--- config.mk ---
export PLATFORM = sky130hd
export DESIGN_NAME = tmma_mac
export DESIGN_NICKNAME = d
export VERILOG_FILES = /design/src/tmma_pkg.sv /design/src/tmma_mac.sv
export SDC_FILE = /design/constraint.sdc
export NUM_CORES = 1
export LEC_CHECK = 0
export BUFFER_PORTS_ARGS = -buffer_cell sky130_fd_sc_hd__buf_4
export CAP_MARGIN = 20
export CORE_UTILIZATION = 40
export CTS_CLUSTER_DIAMETER = 200
export CTS_CLUSTER_SIZE = 8
export DETAILED_ROUTE_END_ITERATION = 10
export SLEW_MARGIN = 20
export SYNTH_ARGS = -nofsm -noshare
export SYNTH_HDL_FRONTEND = slang
export SYNTH_SLANG_ARGS = --single-unit
--- constraint.sdc ---
create_clock -name clk_i -period 6.35 [get_ports clk_i]
set_input_delay 1.905 -clock clk_i [delete_from_list [all_inputs] [get_ports clk_i]]
set_output_delay 1.905 -clock clk_i [all_outputs]
set_load 0.02 [all_outputs]
--- src/tmma_pkg.sv ---
`timescale 1ns / 1ps
`default_nettype none
// ----------------------------------------------------------------------------
// tmma_pkg
// Shared types and constants for the tile multiply-accumulate engine.
// ----------------------------------------------------------------------------
package tmma_pkg;

  localparam int TILE   = 8;
  localparam int CELLS  = TILE * TILE;
  localparam int POS_W  = (TILE > 1) ? $clog2(TILE) : 1;
  localparam int IDX_W  = (CELLS > 1) ? $clog2(CELLS) : 1;

  localparam int TYPE_W = 3;
  localparam int FLD_W  = 3;
  localparam int OP_W   = 16;
  localparam int PROD_W = 2 * OP_W;
  localparam int ACC_W  = 48;

  typedef enum logic [TYPE_W-1:0] {
    REQ_LOAD_A  = 3'd0,
    REQ_LOAD_B  = 3'd1,
    REQ_LOAD_C  = 3'd2,
    REQ_MAC     = 3'd3,
    REQ_READ_C  = 3'd4
  } req_e;

  typedef enum logic [1:0] {
    ST_IDLE,
    ST_MAC,
    ST_READ
  } state_e;

  typedef struct packed {
    logic             vld;
    logic             rd;
    logic             first;
    logic             last_k;
    logic             last;
    logic [POS_W-1:0] row;
    logic [POS_W-1:0] col;
  } tag_t;

endpackage
`default_nettype wire

--- src/tmma_mac.sv ---
`timescale 1ns / 1ps
`default_nettype none
// ----------------------------------------------------------------------------
// tmma_mac
// Shared multiply-accumulate unit: registered 16x16 product, then a
// 48-bit saturating add into the running accumulator.
// ----------------------------------------------------------------------------
module tmma_mac (
  input  wire logic                     clk_i,
  input  wire logic                     rst_ni,
  input  wire tmma_pkg::tag_t           tag_i,
  input  wire logic [tmma_pkg::OP_W-1:0]  a_i,
  input  wire logic [tmma_pkg::OP_W-1:0]  b_i,
  input  wire logic [tmma_pkg::ACC_W-1:0] base_i,
  output tmma_pkg::tag_t                tag_o,
  output logic [tmma_pkg::ACC_W-1:0]    sum_o
);

  import tmma_pkg::*;

  tag_t               tag_q;
  logic [PROD_W-1:0]  prod_q;
  logic [ACC_W-1:0]   base_q;
  logic [ACC_W-1:0]   acc_q;
  logic [ACC_W-1:0]   addend;
  logic [ACC_W:0]     sum_wide;
  logic [ACC_W-1:0]   sum_sat;

  always_ff @(posedge clk_i or negedge rst_ni) begin
    if (!rst_ni) begin
      tag_q <= '0;
    end else begin
      tag_q <= tag_i;
    end
  end

  always_ff @(posedge clk_i) begin
    prod_q <= PROD_W'($signed(a_i) * $signed(b_i));
    base_q <= base_i;
    if (tag_q.vld) begin
      acc_q <= sum_sat;
    end
  end

  always_comb begin
    addend   = tag_q.first ? base_q : acc_q;
    sum_wide = {addend[ACC_W-1], addend}
             + {{(ACC_W + 1 - PROD_W){prod_q[PROD_W-1]}}, prod_q};
    if (sum_wide[ACC_W] != sum_wide[ACC_W-1]) begin
      // overflow: clamp toward the sign of the true sum
      sum_sat = sum_wide[ACC_W] ? {1'b1, {(ACC_W-1){1'b0}}} : {1'b0, {(ACC_W-1){1'b1}}};
    end else begin
      sum_sat = sum_wide[ACC_W-1:0];
    end
  end

  assign tag_o = tag_q;
  assign sum_o = sum_sat;

endmodule
`default_nettype wire

==> results by group <==
Die
  • Die H: 207 um
  • Starting density of the core: 40.8%
  • Core Region: 41000 um2
  • Die area: 42700 um2
  • # rows: 74
  • I/O pin total: 152
  • Die width: 207 um

Global routing
  • Vias in the first global route: 13500
  • Initial antenna violation count: 0
  • Largest net degree at the start of global routing: 50
  • Global-route wire length before repair: 68500 um
  • GRT Overall Usage: 20.3%
  • GR Overflow Total: 0

Logic synthesis
  • Yosys reg bits: 139
  • Netlist cell types: 63
  • Register area share after synthesis: 19.8%
  • Synth warnings: 0
  • Synth Flop Type: dfxtp_1
  • Mean Syn Cell Area: 9.68 um2
  • Syn Nets: 2216
  • Mapped Area: 16700 um2
  • Share of flip-flops with an asynchronous set or reset: 7.91%
  • EDFF count, synth: 48
  • Post-synthesis cell count: 1730

Layout
  • Syn-to-layout area delta: 25.0%
  • Share of cells above drive strength 1: 26.6%
  • Final nets: 2531
  • ANT cells: 0

Clock network
  • Total CTS buffers: 17
  • Clk root buf: clkbuf_16
  • Num Clock Sinks: 139
  • Clock-pin slew on the worst setup and hold paths: 0.06 ns
  • Max Root-Sink Buffers: 2
  • Clock latency on the worst-skew pair: 0.43 ns
  • TritonCTS clock tree: built
  • Clock H-tree levels: 4

Outcome
  • Outcome: finished with violations
  • Failing checks: DRC, setup timing

STA
  • Unrepaired setup endpoints after global routing: yes
  • Tmin final: 7.04 ns
  • Max Fclk: 0.142 GHz
  • Setup Skew: 0.0118 ns
  • Final hold vios: 0
  • Setup violators final: 15
  • Max_slew headroom: 54.6%
  • Final slew viol count: 0
  • Worst Hold Slack: 0.851 ns
  • Worst-Margin Slew: 0.682 ns
  • Final period utilization: 111%
  • Final worst slack: -0.693 ns

Setup path
  • Crit Path Class: input pin to flop
  • Crit path buffers/inverters: 3
  • Critical Path Max Stage Delay: 0.59 ns
  • CP Cell Sequence: buf_8 > and2_4 > fa_1 > inv_2 > fa_2 > fa_1 > fa_1 > inv_2 > fa_1 > fa_2 > ha_4 > a21o_1 > a311o_1 > a221o_1 > and4_4 > nand4_1 > a31oi_4 > o21ai_2 > o2111ai_1 > a21oi_1 > xnor2_1
  • Worst-path fanout max: 6
  • Crit. End Element: flop
  • Crit path required time: 6.71 ns
  • Worst path slowest cell: fa_2
  • Family with the most delay on the worst path: adder cells
  • CP startpoint kind: input pin
  • Worst Path Arrival: 7.40 ns
  • Most used cell, CP: fa_1

Routing
  • Drc violations: 20
  • Initial drt markers: 735
  • TritonRoute pass-1 iters: 8
  • Vias/cell: 4.97
  • Final ANT Viol Nets: 0
  • Routed len/inst: 16.3 um
  • Vias post-DR: 12900
  • Routed wire length: 42300 um

Worst hold path
  • Min-Delay Path Class: flop to flop

Placement
  • IO buf count: 151
  • Post-DP HPWL: 35600 um
  • Gp weighted congestion: 0.907

Run
  • Number of max-cap violations: 0
==> cell usage in the layout (no fill, tap or decap), types with 6 or more instances in the layout <==
| cell type | netlist | final |
|---|---|---|
| edfxtp_1 | 48 | 48 |
| and2_1 | 127 | 118 |
| a21oi_1 | 97 | 76 |
| dfrtp_1 | 11 | 9 |
| buf_6 | 2 | 14 |
| nor3_1 | 13 | 10 |
| a21o_1 | 28 | 28 |
| and2_4 | 0 | 9 |
| nand2_1 | 169 | 164 |
| clkbuf_16 | 0 | 19 |
| buf_4 | 4 | 334 |
| a21oi_2 | 1 | 21 |
| xnor2_1 | 54 | 51 |
| o21ai_0 | 55 | 41 |
| xor2_1 | 25 | 25 |
| fa_2 | 0 | 7 |
| inv_1 | 311 | 300 |
| o21bai_1 | 17 | 17 |
| nor2b_1 | 8 | 8 |
| nor2_1 | 56 | 56 |
| ha_2 | 0 | 6 |
| fa_1 | 263 | 256 |
| a211oi_1 | 9 | 7 |
| nand3_1 | 8 | 7 |
| and3_1 | 6 | 6 |
| nand2b_1 | 9 | 9 |
| ha_1 | 130 | 119 |
| inv_2 | 0 | 11 |
| dfxtp_1 | 80 | 80 |
| o211ai_1 | 8 | 8 |
| o21ai_1 | 17 | 23 |
| o21ai_2 | 11 | 19 |
| nand4_1 | 15 | 15 |
| mux2_2 | 47 | 47 |
==> final timing paths <==
check	from	to	slack, ns	cells past startpoint
setup reg to reg	tag_o[8]	acc_q[46]	2.46	15
min in group asynchronous	rst_ni	tag_o[0]	1.30	1
setup / recovery	a_i[7]	prod_q[31]	-0.69	21
hold / removal	prod_q[0]	acc_q[0]	0.85	3
hold reg to reg	prod_q[0]	acc_q[0]	0.85	3
max in group asynchronous	rst_ni	tag_o[10]	4.89	1
==> worst reg2reg max path, stage by stage (launching register included) <==
cell,delay [ns]
dfrtp_2,0.38
buf_4,0.17
buf_12,0.15
buf_4,0.17
mux2_2,0.35
ha_1,0.36
a21oi_1,0.24
o21ai_0,0.19
a21oi_1,0.15
o21ai_0,0.09
a311o_1,0.35
a41o_2,0.29
xnor2_4,0.19
nor2_4,0.22
buf_6,0.23
o21ai_1,0.13
==> layout make-up <==
| cell class | instances | area, um2 |
|---|---|---|
| Fill cell | 3804 | 20100 |
| Multi-Input combinational cell | 1222 | 12400 |
| Sequential cell | 139 | 3320 |
| Timing Repair Buffer | 354 | 2790 |
| Inverter | 311 | 1170 |
| Tap cell | 532 | 666 |
| Clock buffer | 20 | 458 |
| Clock inverter | 12 | 103 |
==> registers in the layout, indices dropped and copies added, names as in the netlist <==
name	cells
base_q	48
prod_q	32
tag_o	11
acc_q	48
==> metal layers <==
metal  wire (um)  vias up  global-route usage [%]
li1            -     6150                       -
met1       19300     6334                    27.8
met2       20200      331                    34.6
met3        2090       47                    2.21
met4         690        0                    4.62
met5           0        -                       0
==> Yosys cell counts, types with 11 or more instances <==
cell type | number | area, um2
inv_1 | 311 | 1170
fa_1 | 263 | 5270
nand2_1 | 169 | 634
ha_1 | 130 | 1630
and2_1 | 127 | 795
a21oi_1 | 97 | 485
dfxtp_1 | 80 | 1600
nor2_1 | 56 | 210
o21ai_0 | 55 | 275
xnor2_1 | 54 | 473
edfxtp_1 | 48 | 1440
mux2_2 | 47 | 529
clkbuf_1 | 39 | 146
a21o_1 | 28 | 210
xor2_1 | 25 | 219
o21ai_1 | 17 | 85.1
o21bai_1 | 17 | 128
nand4_1 | 15 | 93.8
nor3_1 | 13 | 65.1
buf_2 | 11 | 55.1
dfrtp_1 | 11 | 275
o21ai_2 | 11 | 96.3
==> metrics by stage <==
stage / TNS, ns / std cells / instance area (um2) / worst slack [ns] / utilization [%]
after detailed placement: -16.41 / 2535 / 19700 / -1.23 / 48.1
after global routing: -9.49 / 2590 / 20900 / -0.891 / 51.0
after global placement: -15.09 / 2535 / 19700 / -1.15 / 48.1
final: -7.21 / 2590 / 20900 / -0.693 / 51.0
after CTS: -6.43 / 2576 / 20500 / -0.704 / 49.9
after floorplan: -9.69 / 1730 / 16800 / -0.897 / -
==> cell families after synthesis <==
group / share of synthesized area (%)
muxes: 3.28
and+or+nand+nor: 12.2
AOI/OAI and AO/OA: 10.6
adders and majority gates: 41.2
buffers and inverters: 8.54
DFF: 19.8
xor gates and xnor gates: 4.30
==> repair_timing <==
action,4_1_cts,5_1_grt
gates cloned,0,1
hold buffers,0,0
gates resized for setup,26,88
buffers inserted,12,15
endpoints found under the setup margin,63,62
pin swaps,13,48
Power is left out: the tool's default activity adds up to more than one toggle a clock period on the data nets, which glitch-free logic cannot reach.
